===== src/hw/rtl/gf2_13_arith_unit_top_defines.svh =====
// Assertion macros for the GF(2^13) unit
`ifndef GF2_13_ARITH_UNIT_TOP_DEFINES_SVH
`define GF2_13_ARITH_UNIT_TOP_DEFINES_SVH
`define GF_ASSERT_IMPL(lbl, a, c) \
    lbl: assert property (@(posedge clk) disable iff (!rst_n) (a) |-> (c)) \
        else $error("gf13 check failed");
`define GF_ASSERT_NEXT(lbl, a, c) \
    lbl: assert property (@(posedge clk) disable iff (!rst_n) (a) |=> (c)) \
        else $error("gf13 check failed");
`endif


===== src/hw/rtl/gf13_pkg.sv =====
package gf13_pkg;
    localparam int unsigned GfBits = 13;
    localparam logic [13:0] GfPoly = 14'h201b;
    localparam logic [1:0] OP_MUL = 2'd0;
    localparam logic [1:0] OP_SQR = 2'd1;
    localparam logic [1:0] OP_INV = 2'd2;
    localparam logic [1:0] OP_DIV = 2'd3;
    localparam int unsigned NumCells = 14;

    typedef logic [GfBits-1:0] gf_t;

    // cell operations
    localparam logic [1:0] CELL_PASS = 2'd0;
    localparam logic [1:0] CELL_SQ   = 2'd1;
    localparam logic [1:0] CELL_SQ2  = 2'd2;
    localparam logic [1:0] CELL_FIN  = 2'd3;

    typedef struct packed {
        logic       vld;
        logic [1:0] op;
        gf_t        a;
        gf_t        b;
        gf_t        p3;
        gf_t        p15;
        gf_t        acc;
    } gf_tok_t;

    function automatic gf_t gf_mul(input gf_t x, input gf_t y);
        logic [24:0] p;
        p = '0;
        for (int i = 0; i < GfBits; i++)
            if (y[i]) p = p ^ (25'(x) << i);
        for (int i = 24; i >= GfBits; i--)
            if (p[i]) p = p ^ (25'(GfPoly) << (i - GfBits));
        return p[GfBits-1:0];
    endfunction

    // squaring is linear: spread bits then reduce
    function automatic gf_t gf_sq(input gf_t x);
        logic [24:0] p;
        p = '0;
        for (int i = 0; i < GfBits; i++)
            p[2*i] = x[i];
        for (int i = 24; i >= GfBits; i--)
            if (p[i]) p = p ^ (25'(GfPoly) << (i - GfBits));
        return p[GfBits-1:0];
    endfunction
endpackage


===== src/hw/rtl/gf2_13_arith_unit_top.sv =====
// GF(2^13) multiply/square/invert/divide unit, x^13+x^4+x^3+x+1.
// Each transfer passes through all 14 registered cells before its result is valid.
// Throughput: one transfer per cycle, set by the 14-cell chain moving every cycle it is not held.
// The whole chain holds while a result waits under output stall; input stalls with it.
// Reset (rst_n, async low) clears all valid bits; no result after reset.
module gf2_13_arith_unit_top
    import gf13_pkg::*;
(
    input  logic        clk,
    input  logic        rst_n,
    input  logic        in_valid,
    output logic        in_stall,
    input  logic [1:0]  req_type,
    input  logic [12:0] operand_a,
    input  logic [12:0] operand_b,
    output logic        out_valid,
    input  logic        out_stall,
    output logic [12:0] result
);
    `include "gf2_13_arith_unit_top_defines.svh"

    localparam int unsigned Stages = NumCells;

    gf_tok_t chain [Stages+1];
    logic    adv;

    assign adv = !(chain[Stages].vld && out_stall);
    assign in_stall = !adv;

    always_comb
    begin
        chain[0]     = '0;
        chain[0].vld = in_valid;
        chain[0].op  = req_type;
        chain[0].a   = operand_a;
        chain[0].b   = operand_b;
    end

    for (genvar g = 0; g < Stages; g++)
    begin : g_cell
        gf13_cell #(.STEP(4'(g))) u_cell (
            .clk  (clk),
            .rst_n(rst_n),
            .en   (adv),
            .tin  (chain[g]),
            .tout (chain[g+1])
        );
    end

    assign out_valid = chain[Stages].vld;
    assign result    = chain[Stages].acc;

    `GF_ASSERT_NEXT(a_hold, out_valid && out_stall, out_valid && $stable(result))
    `GF_ASSERT_IMPL(a_stall, in_stall, out_valid && out_stall)
    `GF_ASSERT_NEXT(a_flow, in_valid && !in_stall, chain[1].vld)
endmodule


===== src/hw/rtl/gf13_cell.sv =====
module gf13_cell
    import gf13_pkg::*;
#(
    parameter logic [3:0] STEP = 4'd0
)
(
    input  logic    clk,
    input  logic    rst_n,
    input  logic    en,
    input  gf_tok_t tin,
    output gf_tok_t tout
);
    gf_tok_t t_next;
    gf_tok_t t_reg;
    gf_t     sq1;
    gf_t     sq2;

    always_comb
    begin
        t_next = tin;
        sq1 = '0;
        sq2 = '0;
        case (STEP)
            4'd0:
            begin
                t_next.acc = gf_sq(tin.a);
            end
            4'd1:
            begin
                t_next.p3 = gf_mul(tin.acc, tin.a);
            end
            4'd2:
            begin
                sq1 = gf_sq(tin.p3);
                t_next.acc = gf_sq(sq1);
            end
            4'd3:
            begin
                t_next.p15 = gf_mul(tin.acc, tin.p3);
            end
            4'd4, 4'd5, 4'd8, 4'd9:
            begin
                sq1 = (STEP == 4'd4) ? tin.p15 : tin.acc;
                sq2 = gf_sq(sq1);
                t_next.acc = gf_sq(sq2);
            end
            4'd6, 4'd10:
            begin
                t_next.acc = gf_mul(tin.acc, tin.p15);
            end
            4'd7, 4'd11:
            begin
                t_next.p15 = tin.p15;
            end
            4'd12:
            begin
                t_next.acc = gf_sq(tin.acc);
            end
            4'd13:
            begin
                case (tin.op)
                    OP_MUL:  t_next.acc = gf_mul(tin.a, tin.b);
                    OP_SQR:  t_next.acc = gf_sq(tin.a);
                    OP_INV:  t_next.acc = tin.acc;
                    OP_DIV:  t_next.acc = gf_mul(tin.b, tin.acc);
                    default: t_next.acc = tin.acc;
                endcase
            end
            default:
            begin
                t_next = tin;
            end
        endcase
    end

    always_ff @(posedge clk or negedge rst_n)
    begin
        if (!rst_n)
            t_reg <= '0;
        else if (en)
            t_reg <= t_next;
    end

    assign tout = t_reg;
endmodule


===== config.mk =====
export PLATFORM = sky130hd
export DESIGN_NAME = gf2_13_arith_unit_top
export DESIGN_NICKNAME = d
export VERILOG_FILES = /design/src/hw/rtl/gf13_pkg.sv /design/src/hw/rtl/gf2_13_arith_unit_top.sv /design/src/hw/rtl/gf13_cell.sv
export VERILOG_INCLUDE_DIRS = /design/src /design/src/hw/rtl
export SDC_FILE = /design/constraint.sdc
export NUM_CORES = 2
export LEC_CHECK = 0
export ABC_CLOCK_PERIOD_IN_PS = 2400
export BUFFER_PORTS_ARGS = -buffer_cell sky130_fd_sc_hd__buf_4
export CAP_MARGIN = 20
export CELL_PAD_IN_SITES_DETAIL_PLACEMENT = 0
export CELL_PAD_IN_SITES_GLOBAL_PLACEMENT = 2
export CORE_AREA = 3 3 347 349
export CTS_CLUSTER_DIAMETER = 30
export DETAILED_ROUTE_END_ITERATION = 6
export DIE_AREA = 0 0 350 352
export MAX_ROUTING_LAYER = met4
export PLACE_DENSITY = 0.85
export RECOVER_POWER = 100
export SLEW_MARGIN = 30
export SYNTH_ARGS = -nofsm -noshare
export SYNTH_HDL_FRONTEND = slang
export SYNTH_SLANG_ARGS = --single-unit

===== constraint.sdc =====
create_clock -name clk -period 2.4 [get_ports clk]
set_clock_uncertainty 0.15 [all_clocks]
set_input_delay 0.24 -clock clk [delete_from_list [all_inputs] [get_ports clk]]
set_output_delay 0.24 -clock clk [all_outputs]
set_load 0.005 [all_outputs]

# Yosys cells after proc, flatten, opt, wreduce, memory -nomap -nowiden

Index checks and enable logic that the tools add are counted.

Equal/unequal tests: 3
Muxes and demuxes: 366
Bitwise gates (word level): 300
Reductions and logical operators: 2

Operators with widths:

| kind             | count |
|---|---|
| $mux 25          | 98 |
| $not 4->4        | 215 |
| $mux 16          | 22 |
| $mux 15          | 22 |
| $mux 13          | 25 |
| $mux 14          | 22 |
| $mux 12          | 19 |
| $mux 11          | 19 |
| $mux 10          | 19 |
| $mux 9           | 19 |
| $mux 8           | 19 |
| $xor 25x14->25   | 6 |
| $xor 25x15->25   | 6 |
| $xor 25x16->25   | 6 |
| $xor 25x17->25   | 6 |
| $xor 25x18->25   | 6 |
| $xor 25x19->25   | 6 |
| $xor 25x20->25   | 6 |
| $xor 25x21->25   | 6 |
| $xor 25x22->25   | 6 |
| $xor 25x23->25   | 6 |
| $xor 25x24->25   | 6 |
| $xor 25x25->25   | 6 |
| $mux 7           | 19 |
| 16 further kinds | 81 |

Register bits: 651
Input bits: 32
Output and inout port bits: 15
Logic and storage cells: 745

# Depth between registers and ports, before layout

Depth after elaboration: 74
Gate-level depth with buffers: 11
Depth with buffers taken out: 8

# By module

A second synthesis with hierarchy kept.

Cell total of the unflattened synthesis: 4,719
Area total of the unflattened synthesis: 52,955.8 um^2

Modules (own cells, without submodules):

| module                             | instances | cells each | area an instance (um^2) | seq. area each (um^2) |
|---|---|---|---|---|
| gf13_cell at g_cell[10].u_cell ... | 2         | 535        | 5,002.3                 | 1,701.6 |
| gf13_cell at g_cell[5].u_cell ...  | 3         | 185        | 2,791.4                 | 1,701.6 |
| gf13_cell at g_cell[13].u_cell     | 1         | 1,019      | 8,260.4                 | 1,701.6 |
| gf13_cell at g_cell[11].u_cell ... | 2         | 144        | 2,615.0                 | 1,701.6 |
| gf13_cell at g_cell[3].u_cell      | 1         | 535        | 4,993.5                 | 1,701.6 |
| gf13_cell at g_cell[1].u_cell      | 1         | 536        | 4,987.3                 | 1,701.6 |
| gf13_cell at g_cell[2].u_cell      | 1         | 179        | 2,877.8                 | 1,701.6 |
| gf13_cell at g_cell[4].u_cell      | 1         | 187        | 2,795.2                 | 1,701.6 |
| gf13_cell at g_cell[0].u_cell      | 1         | 174        | 2,711.4                 | 1,701.6 |
| gf13_cell at g_cell[12].u_cell     | 1         | 173        | 2,707.6                 | 1,701.6 |
| gf2_13_arith_unit_top              | 1         | 3          | 13.8                    | 0.0 |

# Worst setup path before layout

No wires, ideal clock.

Kind: reg-to-reg
From: reg g_cell[12].u_cell.t_reg, in the netlist g_cell[12].u_cell.tout[51]
To: reg g_cell[13].u_cell.t_reg, in the netlist g_cell[13].u_cell.tout[1]
Library setup time: 0.149 ns
Arrival: 2.339 ns
Data required time: 2.101 ns
Slack: -0.239 ns
Stages on the path, launching flop included: 9
Buffers on the path: 0
Clock period less this slack: 2.639 ns
Path through: dfrtp_1 -> mux2_2 -> a221oi_4 -> xnor2_1 -> xnor3_2 -> xnor3_1 -> xnor2_1 -> a221oi_1 -> a311oi_2

Word-level cells in the longest chain between the ends: 54
Elaborated cells on any way between the ends: 87
Those cells by class: 66 x mux; 21 x bitwise

RTL lines:

| what                   | RTL line        | RTL |
|---|---|---|
| start, declared        | gf13_cell.sv:14 | `gf_tok_t t_reg;` |
| start signal, assigned | gf13_cell.sv:81 | `t_reg <= t_next;` |
| $xor 25x14->25         | gf13_pkg.sv:32  | `if (y[i]) p = p ^ (25'(x) << i);` |
| $mux 25                | gf13_pkg.sv:32  |  |
| $mux 25                | gf13_cell.sv:61 | `case (tin.op)` |
| $xor 25x15->25         | gf13_pkg.sv:32  |  |
| $mux 25                | gf13_pkg.sv:32  |  |
| $mux 25                | gf13_cell.sv:61 |  |
| $xor 25x16->25         | gf13_pkg.sv:32  |  |
| $mux 25                | gf13_pkg.sv:32  |  |
| [38 not listed]        | --              |  |
| $mux 19                | gf13_cell.sv:61 |  |
| $mux 18                | gf13_cell.sv:61 |  |
| $mux 17                | gf13_cell.sv:61 |  |
| $mux 16                | gf13_cell.sv:61 |  |
| $mux 15                | gf13_cell.sv:61 |  |
| $mux 14                | gf13_cell.sv:61 |  |
| $mux 5                 | gf13_pkg.sv:34  | `if (p[i]) p = p ^ (25'(GfPoly) << (i - GfBits));` |
| $pmux 13 s4 *          | gf13_cell.sv:61 |  |
| end signal, assigned   | gf13_cell.sv:81 |  |
| end, declared          | gf13_cell.sv:14 |  |

Mark *: on every way between the ends. The rest lies on a longest branch, timed or not. The select of a mux whose other input is x is not followed.
A chain may end at the register's enable or synchronous reset.

# Worst setup path after layout

Ends and elaborated chain as after synthesis.

==> metrics.md <==
| Metric | Value |
|---|---|
| Clock Sinks | 651 |
| Register area share after synthesis | 39.6% |
| Largest family of logic cells by synthesized area | XOR/XNOR gates |
| Overall die width | 350 um |
| Final count of hold timing violations | 0 |
| Crit path max fanout | 15 |
| DRC errors left | 0 |
| Slew Limit Fails | 30 |
| Tmin final | 2.73 ns |
| Adder-cell area share of the yosys netlist | 0% |
| CTS Root Buffer Type | clkbuf_16 |
| Outcome | complete, but fails checks |
| Setup CP Type | flip-flop to flip-flop |
| Port buffer count | 46 |
| Max-cap violations | 1 |
| Final period util | 114% |
| Worst slew pin tran | 1.67 ns |
| Largest net degree at the start of global routing | 129 |
| Drt first pass iters | 5 |
| Starting Density | 34.9% |
| Syn nets | 5212 |
| Cell count after placement | 6944 |
| Hpwl dp | 78.8 mm |
| Area of the core | 118000 um^2 |
| Cell taking the most area after synthesis | dfrtp_1 |
| Area grow syn2layout | 36.1% |
| Worst min path class | primary input to flip-flop |
| GP Congestion | 0.904 |
| Post-synth top flop | dfrtp_1 |
| CTS tree | yes |
| Final Cell Area | 56000 um^2 |
| First-pass GRT wire length | 186 mm |
| Grt ovf | 0 |
| Post-synthesis simple-gate area fraction | 24.4% |
| Crit path DAT | 3.21 ns |
| Ant diodes | 0 |
| Max Freq | 366 MHz |
| Iter 0 DRT Violations | 2039 |
| Post-Synthesis Cells | 5180 |
| Yosys warnings | 0 |
| Drt total wl | 116 mm |
| # IOs | 47 |
| Average wire per standard cell | 15.7 um |
| Post-layout nets | 5736 |
| Synthesized flop and latch total | 651 |
| XOR/XNOR Fraction of Synth Area | 28.1% |
| Clock Latency Late Sink | 0.73 ns |
| Relative slew slack | -11.3% |
| Synth top area cells | dfrtp_1 (40%), nand2_1 (23%), xnor2_1 (19%) |
| Die height | 352 um |
| Fraction of layout cells with a size suffix above 1 | 23.0% |
| Failing checks | capacitance limit, slew limit, setup timing |
| CTS Buf Count | 158 |
| CP Capture Type | flip-flop |
| Placed Area | 46800 um^2 |
| Vias in the first global route | 34000 |
| Synth Cell Area | 41100 um^2 |
| Synth Area in Compound Gates | 3.25% |
| Final Util | 47.5% |
| Post-synthesis async set-or-reset flop share | 100% |
| Critical Path RT | 2.88 ns |
| Distinct cells, synth | 62 |
| Critical Path Start Type | flip-flop |
| Number of flops mapped to enable cells by yosys | 0 |
| Count leader, synth | nand2_1 |
| All-Layer GR Usage | 19.2% |
| CTS clk-pin slew, worst paths | 0.05 ns |
| Yosys top cell area share | 39.6% |
| Final setup violation count | 244 |
| Routed vias | 33600 |
| Rows | 126 |
| Clock buffer depth | 3 |
| Post-synthesis mux area share | 0.414% |
| RSZ-0062 raised after global routing | yes |
| Worst setup margin | -0.329 ns |
| Post-route insts no fill | 7368 |
| Die area | 123000 um^2 |
| Synth cell count leaders | nand2_1 (2558), xnor2_1 (902), dfrtp_1 (651) |
| Post-DR vias/cell | 4.57 |
| Synth Area per Inst | 7.94 um^2 |
| H-tree lvl count | 4 |
| Max reg flops | 651 |
| Antenna violations before repair | 3 |
| DRT antenna net count | 0 |
==> through the flow <==
stage / hold slack [ns] / worst slack, ns / TNS [ns]
after floorplan: -0.206 / -0.121 / -0.240
after global placement: 0.0263 / -0.401 / -6.75
after detailed placement: 0.0143 / -0.419 / -7.36
after CTS: 0.0206 / -0.285 / -2.66
after global routing: 0.0937 / -0.411 / -61.50
final: 0.110 / -0.329 / -23.98
==> critical path, stage by stage (launching register included) <==
cell and delay [ns]:
dfrtp_2 0.47, buf_12 0.18, mux2_4 0.31, a221oi_4 0.31
xnor2_2 0.16, xnor3_2 0.38, xor2_4 0.24, xnor2_2 0.17
a311oi_2 0.25
==> kinds of logic after synthesis <==
| kind of cell | after synthesis |
|---|---|
| buf+inv | 393 |
| compound gates | 226 |
| xor+xnor | 1239 |
| mux | 14 |
| flops | 651 |
| simple gates | 2657 |
==> final timing paths <==
path	slack, ns	end	depth (start not counted)	from
max reg2reg	-0.33	g_cell[13].u_cell.tout[1]$_DFFE_PN0N_	8	g_cell[12].u_cell.tout[51]$_DFFE_PN0N_
min	0.11	g_cell[0].u_cell.tout[53]$_DFFE_PN0N_	4	operand_a[1]
max	-0.33	g_cell[13].u_cell.tout[1]$_DFFE_PN0N_	8	g_cell[12].u_cell.tout[51]$_DFFE_PN0N_
max in group asynchronous	0.28	g_cell[0].u_cell.tout[49]$_DFFE_PN0N_	4	rst_n
min reg2reg	0.29	g_cell[2].u_cell.tout[50]$_DFFE_PN0N_	2	g_cell[1].u_cell.tout[50]$_DFFE_PN0N_
min in group asynchronous	0.37	g_cell[12].u_cell.tout[57]$_DFFE_PN0N_	3	rst_n
==> routing by layer <==
metal	up-vias	track usage [%]	part of all wire (%)
met3	216	2.76	3.7
met4	0	6.53	2.8
met2	601	31.0	49
met5	-	-	0
met1	16000	24.6	44
li1	16800	-	-
==> layout make-up <==
type / instances / area (um^2)
repair buffers: 744 / 6550
flip-flops and latches: 651 / 16400
inverters: 11 / 67.6
multi-input cells: 4136 / 25200
well taps: 1536 / 1920
clock buffers: 191 / 4280
repair inverters: 2 / 17.5
fillers: 11300 / 61800
clock inverters: 97 / 1560
==> repair_timing <==
| item | 4_1_cts | 5_1_grt |
|---|---|---|
| pin swaps | 53 | 259 |
| setup buffers | 33 | 73 |
| cloned | 4 | 3 |
| endpoints found under the setup margin | 44 | 60 |
| resized for setup | 159 | 340 |
| hold buffers | 32 | 0 |
| hold endpoints to repair | 694 | 0 |
==> layout by cell type (no fill, tap or decap), types with 23 or more instances in the layout <==
master / count
a21oi_1: 51
clkbuf_1: 29
xor2_2: 32
nand2_2: 39
xnor3_2: 23
xnor2_2: 126
dlygate4sd3_1: 31
dfrtp_2: 61
clkinvlp_4: 24
o21ai_0: 95
nor2_1: 74
buf_12: 52
xor2_1: 237
buf_6: 78
bufinv_16: 28
xnor2_1: 768
nand2_1: 2507
clkbuf_16: 161
buf_4: 522
dfrtp_1: 590
Power is not shown: default switching activity piles up to over one toggle a cycle in this logic, so the estimate is an artifact.
